`src/sv/gbsrp_pkg.sv`:
```
package gbsrp_pkg;

    typedef logic [7:0] byte_t;
    typedef logic [1:0] kind_t;

    localparam kind_t KIND_PUSH   = 2'd0;
    localparam kind_t KIND_SELECT = 2'd1;
    localparam kind_t KIND_READ   = 2'd2;

    localparam byte_t REG_COUNT_HIGH = 8'hFD;
    localparam byte_t REG_COUNT_LOW  = 8'hFE;
    localparam byte_t REG_STREAM     = 8'hFF;
    localparam byte_t EMPTY_READ     = 8'hFF;
    localparam byte_t IDLE_READ      = 8'h00;

    localparam int COUNT_VIEW_W = 16;

endpackage

```
`src/sv/gbsrp_byte_ram.sv`:
```
module gbsrp_byte_ram #(
    parameter int DEPTH  = 512,
    parameter int ADDR_W = 9
) (
    input  logic                clk,
    input  logic                wr_en,
    input  logic [ADDR_W-1:0]   wr_addr,
    input  gbsrp_pkg::byte_t    wr_data,
    input  logic                rd_en,
    input  logic [ADDR_W-1:0]   rd_addr,
    output gbsrp_pkg::byte_t    rd_data
);
    import gbsrp_pkg::*;

    byte_t mem [DEPTH];
    byte_t rd_data_reg;

    always_ff @(posedge clk)
    begin
        if (wr_en)
        begin
            mem[wr_addr] <= wr_data;
        end
        if (rd_en)
        begin
            rd_data_reg <= mem[rd_addr];
        end
    end

    assign rd_data = rd_data_reg;

endmodule

```
`src/sv/gnss_byte_stream_register_port.sv`:
```
// Byte-stream register port. Pushes, register selects and reads of the count
// registers (0xFD high byte, 0xFE low byte) do not raise busy, and a new
// transaction may be started on every cycle that busy is low. A read of the
// stream register (0xFF) that finds data raises busy: busy is high for
// one cycle while the byte store, a registered single-port-read memory,
// returns the oldest byte. Every read transaction gives exactly one
// result: done is high for one cycle with read_data, in the cycle after
// the store access completes, and the receiver cannot stall it. A push into a
// full store drops the oldest byte. No clearing pass follows reset.
module gnss_byte_stream_register_port #(
    parameter int BUFFER_DEPTH = 512
) (
    input  logic               clk,
    input  logic               rst_n,
    input  logic               start,
    output logic               busy,
    input  gbsrp_pkg::kind_t   kind,
    input  gbsrp_pkg::byte_t   data_byte,
    output logic               done,
    output gbsrp_pkg::byte_t   read_data
);
    import gbsrp_pkg::*;

    localparam int PTR_W = (BUFFER_DEPTH > 1) ? $clog2(BUFFER_DEPTH) : 1;
    localparam int CNT_W = $clog2(BUFFER_DEPTH + 1);

    typedef enum logic {
        ST_IDLE,
        ST_READ
    } state_t;

    state_t             state_reg, state_next;
    logic [PTR_W-1:0]   wr_ptr_reg, wr_ptr_next;
    logic [PTR_W-1:0]   rd_ptr_reg, rd_ptr_next;
    logic [CNT_W-1:0]   count_reg, count_next;
    byte_t              sel_reg, sel_next;
    byte_t              read_data_reg, read_data_next;
    logic               done_reg, done_next;

    logic               accept;
    logic               full;
    logic               empty;
    logic [COUNT_VIEW_W-1:0] count_view;
    logic               mem_wr_en;
    logic               mem_rd_en;
    byte_t              mem_q;

    function automatic logic [PTR_W-1:0] advance(input logic [PTR_W-1:0] p);
        advance = (p == PTR_W'(BUFFER_DEPTH - 1)) ? '0 : p + 1'b1;
    endfunction

    assign busy       = (state_reg == ST_READ);
    assign accept     = start && !busy;
    assign full       = (count_reg == CNT_W'(BUFFER_DEPTH));
    assign empty      = (count_reg == '0);
    assign count_view = COUNT_VIEW_W'(count_reg);

    always_comb
    begin
        state_next     = state_reg;
        wr_ptr_next    = wr_ptr_reg;
        rd_ptr_next    = rd_ptr_reg;
        count_next     = count_reg;
        sel_next       = sel_reg;
        read_data_next = read_data_reg;
        done_next      = 1'b0;
        mem_wr_en      = 1'b0;
        mem_rd_en      = 1'b0;

        if (state_reg == ST_READ)
        begin
            read_data_next = mem_q;
            done_next      = 1'b1;
            state_next     = ST_IDLE;
        end
        else if (accept)
        begin
            case (kind)
                KIND_PUSH:
                begin
                    mem_wr_en   = 1'b1;
                    wr_ptr_next = advance(wr_ptr_reg);
                    if (full)
                    begin
                        rd_ptr_next = advance(rd_ptr_reg);
                    end
                    else
                    begin
                        count_next = count_reg + 1'b1;
                    end
                end
                KIND_SELECT:
                begin
                    sel_next = data_byte;
                end
                KIND_READ:
                begin
                    case (sel_reg)
                        REG_COUNT_HIGH:
                        begin
                            read_data_next = count_view[15:8];
                            done_next      = 1'b1;
                        end
                        REG_COUNT_LOW:
                        begin
                            read_data_next = count_view[7:0];
                            done_next      = 1'b1;
                        end
                        REG_STREAM:
                        begin
                            if (empty)
                            begin
                                read_data_next = EMPTY_READ;
                                done_next      = 1'b1;
                            end
                            else
                            begin
                                mem_rd_en   = 1'b1;
                                rd_ptr_next = advance(rd_ptr_reg);
                                count_next  = count_reg - 1'b1;
                                state_next  = ST_READ;
                            end
                        end
                        default:
                        begin
                            read_data_next = IDLE_READ;
                            done_next      = 1'b1;
                        end
                    endcase
                end
                default:
                begin
                    // drop the unused kind
                end
            endcase
        end
    end

    always_ff @(posedge clk or negedge rst_n)
    begin
        if (!rst_n)
        begin
            state_reg     <= ST_IDLE;
            wr_ptr_reg    <= '0;
            rd_ptr_reg    <= '0;
            count_reg     <= '0;
            sel_reg       <= REG_STREAM;
            read_data_reg <= '0;
            done_reg      <= 1'b0;
        end
        else
        begin
            state_reg     <= state_next;
            wr_ptr_reg    <= wr_ptr_next;
            rd_ptr_reg    <= rd_ptr_next;
            count_reg     <= count_next;
            sel_reg       <= sel_next;
            read_data_reg <= read_data_next;
            done_reg      <= done_next;
        end
    end

    gbsrp_byte_ram #(
        .DEPTH  (BUFFER_DEPTH),
        .ADDR_W (PTR_W)
    ) u_byte_ram (
        .clk     (clk),
        .wr_en   (mem_wr_en),
        .wr_addr (wr_ptr_reg),
        .wr_data (data_byte),
        .rd_en   (mem_rd_en),
        .rd_addr (rd_ptr_reg),
        .rd_data (mem_q)
    );

    assign done      = done_reg;
    assign read_data = read_data_reg;

endmodule
```
`config.mk`:
```
export PLATFORM = sky130hd
export DESIGN_NAME = gnss_byte_stream_register_port
export DESIGN_NICKNAME = d
export VERILOG_FILES = /design/src/sv/gbsrp_pkg.sv /design/src/sv/gbsrp_byte_ram.sv /design/src/sv/gnss_byte_stream_register_port.sv
export SDC_FILE = /design/constraint.sdc
export NUM_CORES = 2
export LEC_CHECK = 0
export BUFFER_PORTS_ARGS = -buffer_cell sky130_fd_sc_hd__buf_2
export CAP_MARGIN = 10
export CORE_ASPECT_RATIO = 1.2
export CORE_UTILIZATION = 60
export CTS_CLUSTER_DIAMETER = 30
export DETAILED_ROUTE_END_ITERATION = 6
export PLACE_DENSITY = 0.76
export SETUP_SLACK_MARGIN = 0.15
export SLEW_MARGIN = 20
export SYNTH_ARGS = -nofsm -noshare
export SYNTH_HDL_FRONTEND = slang
export SYNTH_HIERARCHICAL = 1
export SYNTH_SLANG_ARGS = --single-unit
```
`constraint.sdc`:
```
create_clock -name clk -period 6.55 [get_ports clk]
set_input_delay 1.31 -clock clk [delete_from_list [all_inputs] [get_ports clk]]
set_output_delay 1.31 -clock clk [all_outputs]
set_load 0.05 [all_outputs]
```
==> results.py <==
metrics = {
    "synth": {
        "synth.area.mux_share_pct": 14.1,
        "yosys.area.top_type": "edfxtp_1",
        "synth_enable_flop_cells": 4104,
        "synth_cell_types": 69,
        "synthTopCellsByArea": "edfxtp_1 76%, mux4_2 9.1%, mux2i_1 4.9%, o221ai_1 2.0%, nor2_1 1.4%",
        "synth_cells": 8281,
        "synth_simple_gate_area_share_pct": 2.93,
        "synth_ff_type": "edfxtp_1",
        "seq_area_frac_synth_pct": 76.5,
        "synth_top_family_by_area": "multiplexers",
        "syn-cell-area_sq_mm": 0.163,
        "yosysWarnings": 6,
        "ys_async_sr_fraction_pct": 1.11,
        "synthAdderAreaFrac_pct": 0.0462,
        "synth_top_area_share_pct": 75.8,
        "syn_nets": 8300,
        "avgSynthCellArea_sq_um": 19.6,
        "synth-compound-area-share_pct": 4.48,
        "synth_xor_area_share_pct": 0.0539,
        "ys_seq_elements": 4150,
    },
    "clock_network": {
        "clkSinkCount": 4150,
        "clkLatencyLatePin_ns": 0.92,
        "postCtsSetupBuffers": 0,
        "cts_tree": "yes",
        "cts_htree_levels": 6,
        "clkTransAtPathRegs_ns": 0.05,
        "cts_made_buffers": 563,
        "cts_root_buf": "clkbuf_16",
        "clockBufferDepth": 4,
        "cts_resized": 0,
        "cts_hold_buffers": 0,
    },
    "timing": {
        "worstMarginPinSlew_ns": 1.39,
        "finalCriticalPeriod_ns": 5.44,
        "tns_ns": 0,
        "hold_violations": 0,
        "skew_ns": 0.0550,
        "slew_violations": 0,
        "finalCritPeriodShare_pct": 83.1,
        "setup_viol": 0,
        "fmax_mhz": 184,
        "rsz0062_at_grt": "no",
        "slew_headroom_pct": 6.35,
        "setup_ws_ns": 1.11,
    },
    "floorplan": {
        "rows": 208,
        "dieArea_sq_mm": 0.273,
        "die_w_um": 477,
        "coreArea_sq_mm": 0.268,
        "num_io_pins": 23,
        "floorplan.initialDensity_pct": 60.6,
        "dieHeight_um": 572,
    },
    "power_and_ir_drop": {
        "vdd_drop_max_uv": 430,
        "power.leakage_nw": 58.6,
        "power_mw": 75.9,
        "p_per_area_mw_per_mm2": 409,
    },
    "worst_setup_path": {
        "crit_family": "simple AND/OR/NAND/NOR gates",
        "arrival_ns": 6.22,
        "required_ns": 7.33,
        "path_class": "reg2reg",
        "cp_max_fo": 64,
        "cpMaxStageDelayCell": "dfrtp_4",
        "crit_path_start_kind": "register",
        "cp-end-kind": "register",
        "slowest_delay_ns": 1.00,
        "worst-path-buf-inv": 0,
        "cp_common_cell": "nor4_1",
        "path_cells": "nand2b_4 > o221ai_1 > a21oi_1 > nor4_1 > nand4_1 > nor4_1 > o2111a_1",
    },
    "global_routing": {
        "globalRoute.totalOverflow": 0,
        "antenna_found_initial": 15,
        "grt_pass1_wl_mm": 613,
        "grt_usage_pct": 31.1,
        "grt_max_degree": 179,
        "grt_pass1_vias": 87539,
    },
    "placement": {
        "dpl.hpwl_mm": 239,
        "portBuffers": 22,
        "pre_cts_slack_ns": 1.24,
        "gp_congestion": 0.990,
    },
    "routing": {
        "viasPerCell": 6.98,
        "drc": 10,
        "first_pass_iters": 7,
        "avgRoutedWirePerCell_um": 34.0,
        "ant_nets": 0,
        "initialDrtViolationCount": 12538,
        "finalWirelength_mm": 426,
        "vias": 87479,
    },
    "finish": {
        "largest_reg_flops": 4096,
        "fillers": 15349,
        "drive_above_1_share_pct": 20.4,
        "synthToLayoutAreaGrowth_pct": 14.1,
        "final_core_util_pct": 69.1,
        "finalNetCount": 8481,
    },
    "outcome": {
        "status": "complete, but fails checks",
        "violations": "design-rule violations",
    },
    "min_path": {
        "min_path_type": "in2async",
    },
    "flow_run": {
        "drv_cap": 0,
    },
}
-- per-layer routing --
| metal | global-route usage [%] | share of wire [%] | vias up |
|---|---|---|---|
| met5 | 0 | 0.0075 | - |
| met1 | 39.9 | 34 | 44719 |
| met2 | 49.9 | 49 | 6475 |
| li1 | - | - | 34955 |
| met3 | 6.50 | 11 | 1326 |
| met4 | 17.6 | 6.2 | 4 |
-- logic make-up after synthesis --
| family | count (synthesis) |
|---|---|
| simple gates | 1079 |
| fa+ha+maj | 6 |
| flops | 4150 |
| compound gates | 1036 |
| mux | 1465 |
| buf+inv | 535 |
| xor+xnor | 10 |
-- Yosys cell counts, drive strengths merged, types with 9 or more instances --
cell type / instances
a21oi: 198
mux2: 13
mux2i: 798
mux4: 654
and3: 14
or3: 10
edfxtp: 4104
nand3: 41
nor3: 111
o31ai: 15
dfrtp: 38
a22oi: 61
clkbuf: 276
nor3b: 9
nand2: 127
o221ai: 372
o22ai: 163
and2: 27
nor4: 39
a211oi: 17
nand2b: 13
o21ai: 149
nand4: 37
buf: 251
nor2: 617
or2: 13
-- final timing paths --
path | startpoint | endpoint | slack [ns] | cells past startpoint
setup / recovery | rd_ptr_reg[1] | u_byte_ram/rd_data[7] | 1.11 | 7
hold / removal | rst_n | count_reg[0] | 0.50 | 2
setup reg to reg | rd_ptr_reg[1] | u_byte_ram/rd_data[7] | 1.11 | 7
hold reg to reg | read_data[6] | read_data[6] | 0.52 | 1
max in group asynchronous | rst_n | rd_ptr_reg[4] | 5.44 | 2
min in group clk | read_data[6] | read_data[6] | 0.52 | 1
-- area by class of cell --
type,instances,area [sq um],area share [%]
inverters,8,37.5,0.0202
clock buffers,623,14700,7.94
flip-flops and latches,4150,124000,67.1
well taps,3570,4470,2.41
diodes,36,90.1,0.0486
multi-input cells,3596,35300,19.0
repair buffers,143,1650,0.889
clock inverters,406,4780,2.58
-- power by group --
| group | switching, mW | internal [mW] | leakage, nW |
|---|---|---|---|
| combinational | 8.91 | 6.09 | 11.7 |
| clock | 12.1 | 19.1 | 9.38 |
| sequential | 0.289 | 29.3 | 37.4 |
-- cell usage in the layout, fill, tap and decap left out, types with 110 or more instances in the layout --
master	Yosys	layout
nor3_1	111	110
nor2_1	617	614
a21oi_1	198	198
mux2i_1	798	798
edfxtp_1	4104	4104
o21ai_0	148	147
o221ai_1	371	371
clkbuf_16	0	581
nand2_1	127	113
o22ai_1	163	163
mux4_2	654	654
-- stage by stage --
step / instance area (sq um) / instances / hold slack [ns]
floorplan: 163000 / 8281 / 0.460
global placement: 166000 / 11467 / 0.493
detailed placement: 166000 / 11467 / 0.497
CTS: 185000 / 12496 / 0.500
global route: 185000 / 12518 / 0.533
finish: 185000 / 12532 / 0.504
Note: power is estimated with default switching activity, not from simulation.
